===== src/sv/pwle_pkg.sv =====
// Shared widths, codes and state type for the piecewise-linear envelope.
package pwle_pkg;

  localparam int VAL_W            = 16;
  localparam int DUR_W            = 24;
  localparam int TIME_W           = 32;
  localparam int SLOT_W           = 3;
  localparam int CNT_W            = 4;
  localparam int CFG_IDX_W        = 2;
  localparam int CFG_DATA_W       = 16;
  localparam int MAX_SEGMENTS_DEF = 8;
  // Interpolation quotient never exceeds the 16-bit value delta.
  localparam int QUO_W            = VAL_W + 1;
  localparam int MAG_W            = VAL_W;
  localparam int TOT_W            = DUR_W + CNT_W;

  typedef enum logic [CFG_IDX_W-1:0] {
    CFG_START = 2'd0,
    CFG_MIN   = 2'd1,
    CFG_MAX   = 2'd2,
    CFG_COUNT = 2'd3
  } cfg_reg_t;

  typedef enum logic {
    REQ_WRITE = 1'b0,
    REQ_EVAL  = 1'b1
  } req_kind_t;

  typedef enum logic [2:0] {
    ST_IDLE,
    ST_READ,
    ST_EXAM,
    ST_MUL,
    ST_DIV,
    ST_DONE
  } state_t;

endpackage


===== src/sv/pwle_cfg_if.sv =====
// Configuration write channel of the envelope.
interface pwle_cfg_if;
  import pwle_pkg::*;
  logic                  valid;
  logic                  ready;
  logic [CFG_IDX_W-1:0]  index;
  logic [CFG_DATA_W-1:0] data;
  modport source (output valid, index, data, input ready);
  modport sink   (input valid, index, data, output ready);
endinterface


===== src/sv/pwle_req_if.sv =====
// Request channel of the envelope: segment writes and evaluations.
interface pwle_req_if;
  import pwle_pkg::*;
  logic                     valid;
  logic                     ready;
  logic                     req_type;
  logic [SLOT_W-1:0]        seg_index;
  logic signed [VAL_W-1:0]  seg_target;
  logic [DUR_W-1:0]         seg_duration;
  logic [TIME_W-1:0]        elapsed_time;
  modport source (output valid, req_type, seg_index, seg_target, seg_duration,
                  elapsed_time, input ready);
  modport sink   (input valid, req_type, seg_index, seg_target, seg_duration,
                  elapsed_time, output ready);
endinterface


===== src/sv/pwle_rsp_if.sv =====
// Result channel of the envelope.
interface pwle_rsp_if;
  import pwle_pkg::*;
  logic                    valid;
  logic                    ready;
  logic signed [VAL_W-1:0] value;
  logic                    changed;
  logic                    finished;
  modport source (output valid, value, changed, finished, input ready);
  modport sink   (input valid, value, changed, finished, output ready);
endinterface


===== src/sv/piecewise_linear_envelope.sv =====
// Piecewise-linear envelope evaluator: segment table, walk sequencer and shared divider.
//
// A write request stores one segment (target, duration) into a table of MAX_SEGMENTS
// entries. An evaluate request walks the first segment_count segments one at a time
// through the table's single registered read port, a READ and an EXAM state per
// segment, accumulating the total duration on the way. The segment that is reached
// with time left inside it is interpolated with one 16x24 multiply and a 17-step
// restoring division that reuses the walk's subtractor. The request side is not ready
// while an evaluation runs; a finished result waits in the output register and the
// next request is taken while it waits. Configuration writes are always taken and
// must only be issued while the block is idle.
module piecewise_linear_envelope #(
  parameter int MAX_SEGMENTS = pwle_pkg::MAX_SEGMENTS_DEF
) (
  input  logic              clk,
  input  logic              rst,
  pwle_cfg_if.sink          cfg,
  pwle_req_if.sink          req,
  pwle_rsp_if.source        rsp
);
  import pwle_pkg::*;

  localparam int IDX_W  = (MAX_SEGMENTS > 1) ? $clog2(MAX_SEGMENTS) : 1;
  localparam int CTR_W  = (IDX_W > CNT_W) ? IDX_W : CNT_W;
  localparam int ENT_W  = VAL_W + DUR_W;
  localparam int STEP_W = $clog2(QUO_W);
  localparam int REM_W  = DUR_W;
  localparam int PROD_W = MAG_W + DUR_W;
  localparam int SUB_W  = TIME_W + 1;

  state_t state, state_next;

  // Configuration and stored value
  logic signed [VAL_W-1:0] start_value, min_value, max_value, cur_value;
  logic [CNT_W-1:0]        seg_count;

  // Segment table
  logic [ENT_W-1:0]        seg_mem [MAX_SEGMENTS];
  logic [ENT_W-1:0]        rd_data;
  logic signed [VAL_W-1:0] rd_target;
  logic [DUR_W-1:0]        rd_dur;

  // Walk state
  logic [CTR_W-1:0]        ctr, n_lim;
  logic [CTR_W:0]          count_wide;
  logic [TIME_W-1:0]       elapsed, time_left;
  logic [TOT_W-1:0]        total;
  logic signed [VAL_W-1:0] walk_value;
  logic                    hit, div_pend, dv_neg;
  logic [MAG_W-1:0]        dv_mag;
  logic [DUR_W-1:0]        mul_time, div_dur;

  // Divider state
  logic [REM_W-1:0]        rem, rem_next;
  logic [QUO_W-1:0]        quo;
  logic [STEP_W-1:0]       step;

  // Output register
  logic                    out_valid, out_changed, out_finished;
  logic signed [VAL_W-1:0] out_value;

  // Control
  logic                    req_acc, eval_acc, wr_acc, exam_en, mul_en, div_en, done_fire;
  logic                    walk_end, div_last, busy;

  // Shared subtractor
  logic [SUB_W-1:0]        sub_a, sub_b, sub_diff;
  logic                    sub_borrow, seg_passes;

  // Datapath helpers
  logic signed [VAL_W:0]   dv, dv_abs;
  logic [PROD_W-1:0]       prod;
  logic signed [VAL_W+1:0] q_ext, q_add, v_sum;
  logic signed [VAL_W-1:0] v_final, v_hi, v_clamped;
  logic                    val_changed, env_finished;

  assign rd_target = signed'(rd_data[ENT_W-1:DUR_W]);
  assign rd_dur    = rd_data[DUR_W-1:0];

  // Clip the count to the table depth
  assign count_wide = (CTR_W+1)'(seg_count);
  assign n_lim = (count_wide > (CTR_W+1)'(MAX_SEGMENTS)) ? CTR_W'(MAX_SEGMENTS)
                                                          : CTR_W'(seg_count);

  // Accept conditions
  assign req_acc  = req.valid & req.ready;
  assign eval_acc = req_acc & (req.req_type == REQ_EVAL);
  assign wr_acc   = req_acc & (req.req_type == REQ_WRITE) &
                    (32'(req.seg_index) < MAX_SEGMENTS);

  assign walk_end = (ctr == n_lim);
  assign div_last = (step == STEP_W'(QUO_W - 1));

  // Shared subtract: remaining time minus duration, or partial remainder minus divisor
  always_comb begin
    if (state == ST_DIV) begin
      sub_a = SUB_W'({rem, quo[QUO_W-1]});
      sub_b = SUB_W'(div_dur);
    end else begin
      sub_a = {1'b0, time_left};
      sub_b = SUB_W'(rd_dur);
    end
    sub_diff   = sub_a - sub_b;
    sub_borrow = sub_diff[SUB_W-1];
    seg_passes = !sub_borrow && (sub_diff != '0);
    rem_next   = sub_borrow ? REM_W'({rem, quo[QUO_W-1]}) : sub_diff[REM_W-1:0];
  end

  // Delta toward the reached segment's target
  assign dv     = {rd_target[VAL_W-1], rd_target} - {walk_value[VAL_W-1], walk_value};
  assign dv_abs = dv[VAL_W] ? -dv : dv;

  // Scale the delta magnitude by the time into the segment
  assign prod = PROD_W'(dv_mag) * PROD_W'(mul_time);

  // Final value, clamp and flags
  assign q_ext     = signed'({1'b0, quo});
  assign q_add     = div_pend ? (dv_neg ? -q_ext : q_ext) : '0;
  assign v_sum     = {{2{walk_value[VAL_W-1]}}, walk_value} + q_add;
  assign v_final   = v_sum[VAL_W-1:0];
  assign val_changed  = (v_final != cur_value);
  assign v_hi      = (v_final > max_value) ? max_value : v_final;
  assign v_clamped = (v_hi < min_value) ? min_value : v_hi;
  assign env_finished = (TIME_W'(total) <= elapsed);

  // Next state
  always_comb begin
    state_next = state;
    case (state)
      ST_IDLE: if (eval_acc) state_next = ST_READ;
      ST_READ: begin
        if (walk_end) state_next = div_pend ? ST_MUL : ST_DONE;
        else          state_next = ST_EXAM;
      end
      ST_EXAM: state_next = ST_READ;
      ST_MUL:  state_next = ST_DIV;
      ST_DIV:  if (div_last) state_next = ST_DONE;
      ST_DONE: if (!out_valid || rsp.ready) state_next = ST_IDLE;
      default: state_next = ST_IDLE;
    endcase
  end

  // Sequencer outputs
  always_comb begin
    busy      = 1'b1;
    exam_en   = 1'b0;
    mul_en    = 1'b0;
    div_en    = 1'b0;
    done_fire = 1'b0;
    case (state)
      ST_IDLE: busy      = 1'b0;
      ST_EXAM: exam_en   = 1'b1;
      ST_MUL:  mul_en    = 1'b1;
      ST_DIV:  div_en    = 1'b1;
      ST_DONE: done_fire = !out_valid || rsp.ready;
      default: busy      = 1'b1;
    endcase
  end

  assign req.ready    = !busy;
  assign cfg.ready    = 1'b1;
  assign rsp.valid    = out_valid;
  assign rsp.value    = out_value;
  assign rsp.changed  = out_changed;
  assign rsp.finished = out_finished;

  // Control registers, configuration and stored value
  always_ff @(posedge clk) begin
    if (rst) begin
      state       <= ST_IDLE;
      start_value <= '0;
      min_value   <= {1'b1, {(VAL_W-1){1'b0}}};
      max_value   <= {1'b0, {(VAL_W-1){1'b1}}};
      seg_count   <= '0;
      cur_value   <= '0;
      out_valid   <= 1'b0;
    end else begin
      state <= state_next;
      if (cfg.valid && cfg.ready) begin
        case (cfg_reg_t'(cfg.index))
          CFG_START: start_value <= signed'(cfg.data[VAL_W-1:0]);
          CFG_MIN:   min_value   <= signed'(cfg.data[VAL_W-1:0]);
          CFG_MAX:   max_value   <= signed'(cfg.data[VAL_W-1:0]);
          CFG_COUNT: seg_count   <= cfg.data[CNT_W-1:0];
          default:   seg_count   <= seg_count;
        endcase
      end
      if (done_fire) begin
        out_valid <= 1'b1;
        if (val_changed) cur_value <= v_clamped;
      end else if (rsp.ready) begin
        out_valid <= 1'b0;
      end
    end
  end

  // Segment table: one write port, one registered read port
  always_ff @(posedge clk) begin
    if (wr_acc) seg_mem[IDX_W'(req.seg_index)] <= {req.seg_target, req.seg_duration};
    rd_data <= seg_mem[ctr[IDX_W-1:0]];
  end

  // Walk, multiply and divide datapath
  always_ff @(posedge clk) begin
    if (eval_acc) begin
      ctr        <= '0;
      elapsed    <= req.elapsed_time;
      time_left  <= req.elapsed_time;
      total      <= '0;
      walk_value <= start_value;
      hit        <= 1'b0;
      div_pend   <= 1'b0;
    end
    if (exam_en) begin
      ctr   <= ctr + 1'b1;
      total <= total + TOT_W'(rd_dur);
      if (!hit) begin
        if (seg_passes) begin
          // pass the whole segment
          walk_value <= rd_target;
          time_left  <= sub_diff[TIME_W-1:0];
        end else begin
          hit <= 1'b1;
          if (rd_dur == '0) begin
            walk_value <= rd_target;
          end else begin
            div_pend <= 1'b1;
            dv_neg   <= dv[VAL_W];
            dv_mag   <= dv_abs[MAG_W-1:0];
            mul_time <= time_left[DUR_W-1:0];
            div_dur  <= rd_dur;
          end
        end
      end
    end
    if (mul_en) begin
      // upper product bits are already below the divisor
      rem  <= REM_W'(prod[PROD_W-1:QUO_W]);
      quo  <= prod[QUO_W-1:0];
      step <= '0;
    end
    if (div_en) begin
      rem  <= rem_next;
      quo  <= {quo[QUO_W-2:0], !sub_borrow};
      step <= step + 1'b1;
    end
    if (done_fire) begin
      out_value    <= val_changed ? v_clamped : cur_value;
      out_changed  <= val_changed;
      out_finished <= env_finished;
    end
  end

`ifndef ASSERT_OFF
  a_walk_in_range: assert property (@(posedge clk) disable iff (rst)
    (state == ST_EXAM) |-> (ctr < n_lim))
    else $error("segment walk ran past the segments in use");

  a_rem_below_div: assert property (@(posedge clk) disable iff (rst)
    (state == ST_DIV) |-> (rem < div_dur))
    else $error("partial remainder not below divisor");

  a_div_nonzero: assert property (@(posedge clk) disable iff (rst)
    (div_pend && (state == ST_MUL || state == ST_DIV)) |-> (div_dur != '0))
    else $error("interpolation started with zero duration");

  a_rsp_from_done: assert property (@(posedge clk) disable iff (rst)
    $rose(out_valid) |-> $past(state == ST_DONE))
    else $error("result raised outside the done step");

  a_no_req_busy: assert property (@(posedge clk) disable iff (rst)
    (eval_acc) |=> (!req.ready))
    else $error("request taken while an evaluation runs");
`endif

endmodule

===== src/flat_wrapper.sv =====
// flat-port wrapper written by rule: the top's interface ports become plain ports
module piecewise_linear_envelope_flat import pwle_pkg::*;
#(
  parameter int MAX_SEGMENTS = pwle_pkg::MAX_SEGMENTS_DEF
)
  (clk, rst, cfg_valid, cfg_index, cfg_data, cfg_ready, req_valid, req_req_type, req_seg_index, req_seg_target, req_seg_duration, req_elapsed_time, req_ready, rsp_valid, rsp_value, rsp_changed, rsp_finished, rsp_ready);
  pwle_cfg_if cfg_i ();
  pwle_req_if req_i ();
  pwle_rsp_if rsp_i ();
  input  logic clk;
  input  logic rst;
  input wire logic [$bits(cfg_i.valid)-1:0] cfg_valid;
  input wire logic [$bits(cfg_i.index)-1:0] cfg_index;
  input wire logic [$bits(cfg_i.data)-1:0] cfg_data;
  output wire logic [$bits(cfg_i.ready)-1:0] cfg_ready;
  input wire logic [$bits(req_i.valid)-1:0] req_valid;
  input wire logic [$bits(req_i.req_type)-1:0] req_req_type;
  input wire logic [$bits(req_i.seg_index)-1:0] req_seg_index;
  input wire logic [$bits(req_i.seg_target)-1:0] req_seg_target;
  input wire logic [$bits(req_i.seg_duration)-1:0] req_seg_duration;
  input wire logic [$bits(req_i.elapsed_time)-1:0] req_elapsed_time;
  output wire logic [$bits(req_i.ready)-1:0] req_ready;
  output wire logic [$bits(rsp_i.valid)-1:0] rsp_valid;
  output wire logic [$bits(rsp_i.value)-1:0] rsp_value;
  output wire logic [$bits(rsp_i.changed)-1:0] rsp_changed;
  output wire logic [$bits(rsp_i.finished)-1:0] rsp_finished;
  input wire logic [$bits(rsp_i.ready)-1:0] rsp_ready;
  assign cfg_i.valid = cfg_valid;
  assign cfg_i.index = cfg_index;
  assign cfg_i.data = cfg_data;
  assign cfg_ready = cfg_i.ready;
  assign req_i.valid = req_valid;
  assign req_i.req_type = req_req_type;
  assign req_i.seg_index = req_seg_index;
  assign req_i.seg_target = req_seg_target;
  assign req_i.seg_duration = req_seg_duration;
  assign req_i.elapsed_time = req_elapsed_time;
  assign req_ready = req_i.ready;
  assign rsp_valid = rsp_i.valid;
  assign rsp_value = rsp_i.value;
  assign rsp_changed = rsp_i.changed;
  assign rsp_finished = rsp_i.finished;
  assign rsp_i.ready = rsp_ready;
  piecewise_linear_envelope #(.MAX_SEGMENTS(MAX_SEGMENTS)) u_core (.clk(clk), .rst(rst), .cfg(cfg_i), .req(req_i), .rsp(rsp_i));
endmodule

===== config.mk =====
export PLATFORM = sky130hd
export DESIGN_NAME = piecewise_linear_envelope_flat
export DESIGN_NICKNAME = d
export VERILOG_FILES = /design/src/sv/pwle_pkg.sv /design/src/sv/pwle_cfg_if.sv /design/src/sv/pwle_req_if.sv /design/src/sv/pwle_rsp_if.sv /design/src/sv/piecewise_linear_envelope.sv /design/src/flat_wrapper.sv
export SDC_FILE = /design/constraint.sdc
export NUM_CORES = 2
export LEC_CHECK = 0
export ABC_AREA = 1
export BUFFER_PORTS_ARGS = -buffer_cell sky130_fd_sc_hd__buf_2
export CORE_ASPECT_RATIO = 1.2
export CORE_MARGIN = 3
export CORE_UTILIZATION = 46
export DETAILED_ROUTE_END_ITERATION = 7
export GPL_ROUTABILITY_DRIVEN = 0
export SLEW_MARGIN = 30
export SYNTH_ARGS = -nofsm -noshare
export SYNTH_HDL_FRONTEND = slang
export SYNTH_SLANG_ARGS = --single-unit

===== constraint.sdc =====
create_clock -name clk -period 9.5 [get_ports clk]
set_input_delay 0.95 -clock clk [delete_from_list [all_inputs] [get_ports clk]]
set_output_delay 0.95 -clock clk [all_outputs]
set_load 0.05 [all_outputs]

# Word-level counts from Yosys, hierarchy flattened
# Memories as Yosys holds them, arrays and structs flattened. A register that Yosys moved wholly into a read port is not among the register bits.
# Index checks and enable logic that the tools add are counted.
# classes
n_addsub	8
multipliers	1
n_div	0
magnitude_cmp	4
n_eq_ne	14
shift	0
n_mux	52
bitwise_logic	7
n_reduce_logical	17
# ops
operator	n
16-bit 2-to-1 mux	11
32-bit 2-to-1 mux	5
24-bit 2-to-1 mux	4
28-bit 2-to-1 mux	2
16-bit by 24-bit multiplier with 40-bit output	1
17-bit 2-to-1 mux	2
33-bit nonzero test	1
32-bit by 33-bit subtractor with 33-bit output	1
28-bit by 32-bit less-or-equal comparator with 1-bit output	1
16-bit negation	2
28-bit by 24-bit adder with 28-bit output	1
24-bit logical NOT	1
3-bit one-hot mux with 6 select lines	1
1-bit 2-to-1 mux	17
16-bit by 16-bit subtractor with 17-bit output	1
16-bit adder	1
16-bit > comparator	1
16-bit < comparator	1
16-bit inequality test	1
3-bit 2-to-1 mux	5
4-bit 2-to-1 mux	3
5-bit 2-to-1 mux	2
2-bit AND reduction	4
3-bit by 2-bit equality test with 1-bit output, second input constant	2
other kinds (21)	32
# word_totals
reg_bits	315
latch_bits	0
ram_bits	320
rom_bits	0
in_bits	99
output_inout_bits	21
memories	1
# memory_table
name	words	word_bits	rd	rd_clocked_by_memory_dff	write_ports	line_no	rtl
u_core.seg_mem	8	40	1	1	1	piecewise_linear_envelope.sv:38	logic [ENT_W-1:0] seg_mem [MAX_SEGMENTS];

# Longest topological paths before layout
# depth
word_depth	9
mapped_depth	50

# Worst setup path after synthesis
# No wires, ideal clock.
# synth_path
path_type	register -> register
start	register u_core.state[0]
end	register u_core.div_dur[0] (enable)
t_arrival_ns	6.370
required_ns	9.012
setup_slack_ns	2.641
path_stages_with_launch	27
cell_sequence	dfxtp_1 > nor2_4 > nand2_4 > clkbuf_1 > clkbuf_1 > a21oi_1 > ha_1 > fa_1 > inv_1 > nand2_1 > o21ai_1 > nand3_1 > nand3_1 > nand4_1 > nand2_1 > nand2_1 > nand2_1 > nand2_1 > nand3_1 > xor2_1 > nand2_1 > nor2_1 > nand4_2 > nand2_4 > nand2_4 > buf_2 > nor2_1
# synth_between
elab_chain_len	7
# synth_rtl
element	line_no	rtl
from (decl)	piecewise_linear_envelope.sv:31	state_t state, state_next;
from (signal assigned)	piecewise_linear_envelope.sv:178	state <= state_next;
3-bit equality test	piecewise_linear_envelope.sv:96	if (state == ST_DIV) begin
32-bit 2-to-1 mux or 24-bit 2-to-1 mux (tied branches)	piecewise_linear_envelope.sv:96	
32-bit by 33-bit subtractor with 33-bit output	piecewise_linear_envelope.sv:103	sub_diff = sub_a - sub_b;
33-bit nonzero test or 1-bit logical NOT (tied branches)	piecewise_linear_envelope.sv:105	seg_passes = !sub_borrow && (sub_diff != '0);
1-bit logical AND	piecewise_linear_envelope.sv:105	
1-bit inverter (no source line)	-	
4-bit AND reduction (no source line) *	-	
to (signal assigned)	piecewise_linear_envelope.sv:231	div_dur <= rd_dur;
to (decl)	piecewise_linear_envelope.sv:51	logic [DUR_W-1:0] mul_time, div_dur;
# Every way passes the cells marked *; elsewhere a longest branch is shown, timed or not.
# A chain may end at the register's enable or synchronous reset.

# Worst setup path after layout
# layout_path
start	register u_core.quo[0]
end	register u_core.cur_value[6]
# layout_between
elab_chain_len	9
# layout_rtl
element	line_no	rtl
from (decl)	piecewise_linear_envelope.sv:55	logic [QUO_W-1:0] quo;
from (signal assigned)	piecewise_linear_envelope.sv:239	quo <= prod[QUO_W-1:0];
from (signal assigned)	piecewise_linear_envelope.sv:244	quo <= {quo[QUO_W-2:0], !sub_borrow};
16-bit negation	piecewise_linear_envelope.sv:118	assign q_add = div_pend ? (dv_neg ? -q_ext : q_ext) : '0;
16-bit 2-to-1 mux * (2 in series)	piecewise_linear_envelope.sv:118	
16-bit adder *	piecewise_linear_envelope.sv:119	assign v_sum = {{2{walk_value[VAL_W-1]}}, walk_value} + q_add;
16-bit > comparator	piecewise_linear_envelope.sv:122	assign v_hi = (v_final > max_value) ? max_value : v_final;
16-bit 2-to-1 mux	piecewise_linear_envelope.sv:122	
16-bit < comparator	piecewise_linear_envelope.sv:123	assign v_clamped = (v_hi < min_value) ? min_value : v_hi;
16-bit 2-to-1 mux	piecewise_linear_envelope.sv:123	
16-bit 2-to-1 mux *	-	
to (signal assigned)	piecewise_linear_envelope.sv:190	if (val_changed) cur_value <= v_clamped;
to (decl)	piecewise_linear_envelope.sv:34	logic signed [VAL_W-1:0] start_value, min_value, max_value, cur_value;
# Marks and branches as above.

==> impl_results.md <==
- Status: finished, final reports clean
- Die area: 0.101 sq mm
- Nets: between 5000 and 6000
- Grt total ovfl: 0
- Cts bufs inserted: 69
- Detail Placement HPWL: 79700 um
- First-pass GRT wire length: 180000 um
- Max-cap check violation count: 0
- Synth Flop Type: edfxtp_1
- Crit path launch type: register
- Placed Area: roughly 0.047 sq mm
- Grt peak-use layer: met2
- Met2 Usage GRT: 37.9%
- Fin Clk Skew: 0.0256 ns
- CP Data Arrival Time: 7.61 ns
- VDD IR-drop max: approximately 200 uV
- Synth top area share: 34.4%
- FMAX: 142 MHz
- IO Count: 120
- Number of vias per cell: approximately 5.3
- Final setup violation count: 0
- Critical Path Max Stage Delay: about 0.45 ns
- Die Y: 348 um
- Post-detailed-routing wire length: about 110000 um
- Slew margin rel.: between 30% and 40%
- Top cells by area, synth: edfxtp_1 34%, fa_1 14%, nand2_1 8.3%, dfxtp_1 7.2%, ha_1 7.1%
- WS Path Type: reg -> reg
- Clock network power share: 22.2%
- Sequential area share after synthesis: 41.7%
- Clk slew on worst S/H paths: 0.06 ns
- Setup crit end kind: register
- Post-synthesis cell count: approximately 5000
- Sw Share: 41.6%
- Dominant cell type by area after synthesis: edfxtp_1
- Synth cell types: 62
- Gate power share: 45.8%
- Yosys warns: 0
- Die X-Extent: 291 um
- Top cell by count, worst path: inv_1
- Hold Crit Class: reg -> reg
- DRC Markers: 0
- Max FO, Critical Path: 31
- RSZ-0062 raised after global routing: no
- Antenna violations before repair: 11
- Input/output buffers: ~120
- Via count: roughly 33000
- Pleak: 22.3 nW
- H-tree Lvls: 3
- Core ar.: 0.0959 sq mm
- Cts hold-fix bufs: 0
- Most frequent cell after synthesis: nand2_1
- DR pass1 iterations: 6
- Grt met1 use: between 20 and 30%
- Layout cell share with drive strength beyond 1: 6.51%
- Post-synth EDFFs: 513
- CP required: 10.06 ns
- DRC violation total after the first TritonRoute iteration: 2353
- Area growth from synthesis to layout: 9.55%
- Final Hold Viols: 0
- Total global-route track usage: 22.2%
- Sum Neg Setup Slack: 0 ns
- Post-route ant nets: 0
- Clk sinks: 675
- Final Slew Violations: 0
- Vias in the first global route: 33200
- Post-synth top cells: 989 x nand2_1, 784 x inv_1, 513 x edfxtp_1
- Tcrit/Tclk final: 74.2%
- Clock root buffer: clkbuf_16
- TritonCTS clock tree: done
- WL/cell: about 18 um
- Post-CTS Resized: 0
- Count of state elements after synthesis: around 680
- Largest net degree at the start of global routing: between 150 and 200
- Syn_nets: 5633
- GR Util met3: 3.06%
- Num rows: between 100 and 150
- Tightest Pin Transition: 1.00 ns
- Post-synth ARST share: 0%
- Crit-path slowest cell: nand3_1
- Post-CTS setup buffers: 0
- PD cells: 265 mW/mm^2
- Int Power: 0.00757 W
- Max Buffers Root-to-Sink: 3
- Psw: 0.00539 W
- Syn avg cell area: approximately 9.0 sq um
- Starting density of the core: 46.7%
- Cell Area, Synth: 0.0447 sq mm
- Power share of the sequential group: between 30 and 40%
- Period minus WS final: 7.05 ns
- Final Instance Area: 0.0490 sq mm
- Clock insertion delay at the later pin of the skew report: roughly 0.6 ns
## power by group through the flow
stage / Sequential [W] / Clock [W] / Combinational (W)
floorplan: 0.00408 / 0 / 0.00447
global placement: 0.00420 / 0 / 0.00580
detailed placement: 0.00421 / 0 / 0.00589
CTS: 0.00415 / 0.00293 / 0.00591
global route: 0.00420 / 0.00305 / 0.00675
finish: 0.00415 / 0.00287 / 0.00594
## worst max-delay path: cells and delay by family, from the launching register on
family                   cells  cell delay, ns
adder cells (fa/ha/maj)      4            1.11
flip-flops                   1            0.42
buffers and inverters        8            0.59
XOR/XNOR                     1            0.36
AND/OR/NAND/NOR             19            2.75
AO/OA/AOI/OAI                8            1.77
## metrics by stage
stage | power, W | worst slack [ns] | std cells | utilization, % | hold slack (ns)
after CTS | 0.0130 | 2.20 | 6307 | 51.0 | 0.454
after global placement | 0.0100 | 2.44 | 6176 | 48.5 | 0.440
after global routing | 0.0140 | 1.43 | 6310 | 51.1 | 0.470
after floorplan | 0.00856 | 2.64 | 4969 | - | 0.424
final | 0.0130 | 2.45 | 6315 | 51.1 | 0.448
after detailed placement | 0.0101 | 2.22 | 6180 | 48.5 | 0.441
## state kept, by name, indices dropped and copies added (netlist names), 5 cells and up
| signal | cells |
|---|---|
| u_core.rd_data | 40 |
| u_core.step | 5 |
| u_core.rsp.value | 16 |
| u_core.start_value | 16 |
| u_core.dv_mag | 16 |
| u_core.div_dur | 24 |
| u_core.walk_value | 16 |
| u_core.total | 28 |
| u_core.min_value | 16 |
| u_core.quo | 17 |
| u_core.max_value | 16 |
| u_core.cur_value | 16 |
| u_core.seg_mem | 320 |
| u_core.time_left | 32 |
| u_core.mul_time | 24 |
| u_core.rem | 24 |
| u_core.elapsed | 32 |
## worst paths after layout
check	to	cells after the start	slack [ns]	from
worst max-delay path	u_core.cur_value[6]	40	2.45	u_core.quo[0]
worst min-delay path	u_core.seg_count[1]	2	0.45	u_core.seg_count[1]
worst max register to register	u_core.cur_value[6]	40	2.45	u_core.quo[0]
worst min register to register	u_core.seg_count[1]	2	0.45	u_core.seg_count[1]
## cells in the final DEF, fill, tap and decap left out, types with 33 or more instances in the layout
cell,netlist,final
nand2_1,989,989
inv_1,784,782
edfxtp_1,513,513
nor2_1,482,476
o21ai_0,391,391
fa_1,310,310
ha_1,255,255
a21oi_1,223,223
dfxtp_1,162,162
nand3_1,142,139
buf_2,5,118
clkbuf_16,0,75
xor2_1,66,66
o21ai_1,54,54
a31oi_1,45,45
o22ai_1,45,45
buf_4,4,38
nor3_1,45,37
mux2i_1,33,33
## logic make-up after synthesis
family / after synthesis / share of synthesized area, %
muxes: 33 / 0.738
and+or+nand+nor: 1734 / 15.6
AOI/OAI and AO/OA: 853 / 10.4
xor gates and xnor gates: 98 / 1.94
adders and majority gates: 565 / 21.0
DFF: 675 / 41.7
other: 1 / 0.00838
buffers and inverters: 1010 / 8.57
## layer usage
layer  share of wire [%]  vias to the layer above  wire (um)
met4                 2.4                       12       2710
met2                  48                      743      53900
met1                  44                    16000      49000
met5               0.056                        -         62
li1                    -                    16200          -
met3                 5.1                      164       5690
## layout make-up
| cell class | count | area (sq um) |
|---|---|---|
| Tap cell | 1260 | 1580 |
| Antenna cell | 5 | 12.5 |
| Multi-Input combinational cell | 3284 | 22300 |
| Clock inverter | 30 | 380 |
| Fill cell | 9019 | 46900 |
| Sequential cell | 675 | 18600 |
| Inverter | 799 | 3000 |
| Clock buffer | 97 | 2040 |
| Timing Repair Buffer | 165 | 1010 |
Power figures use the tool's default switching activity.
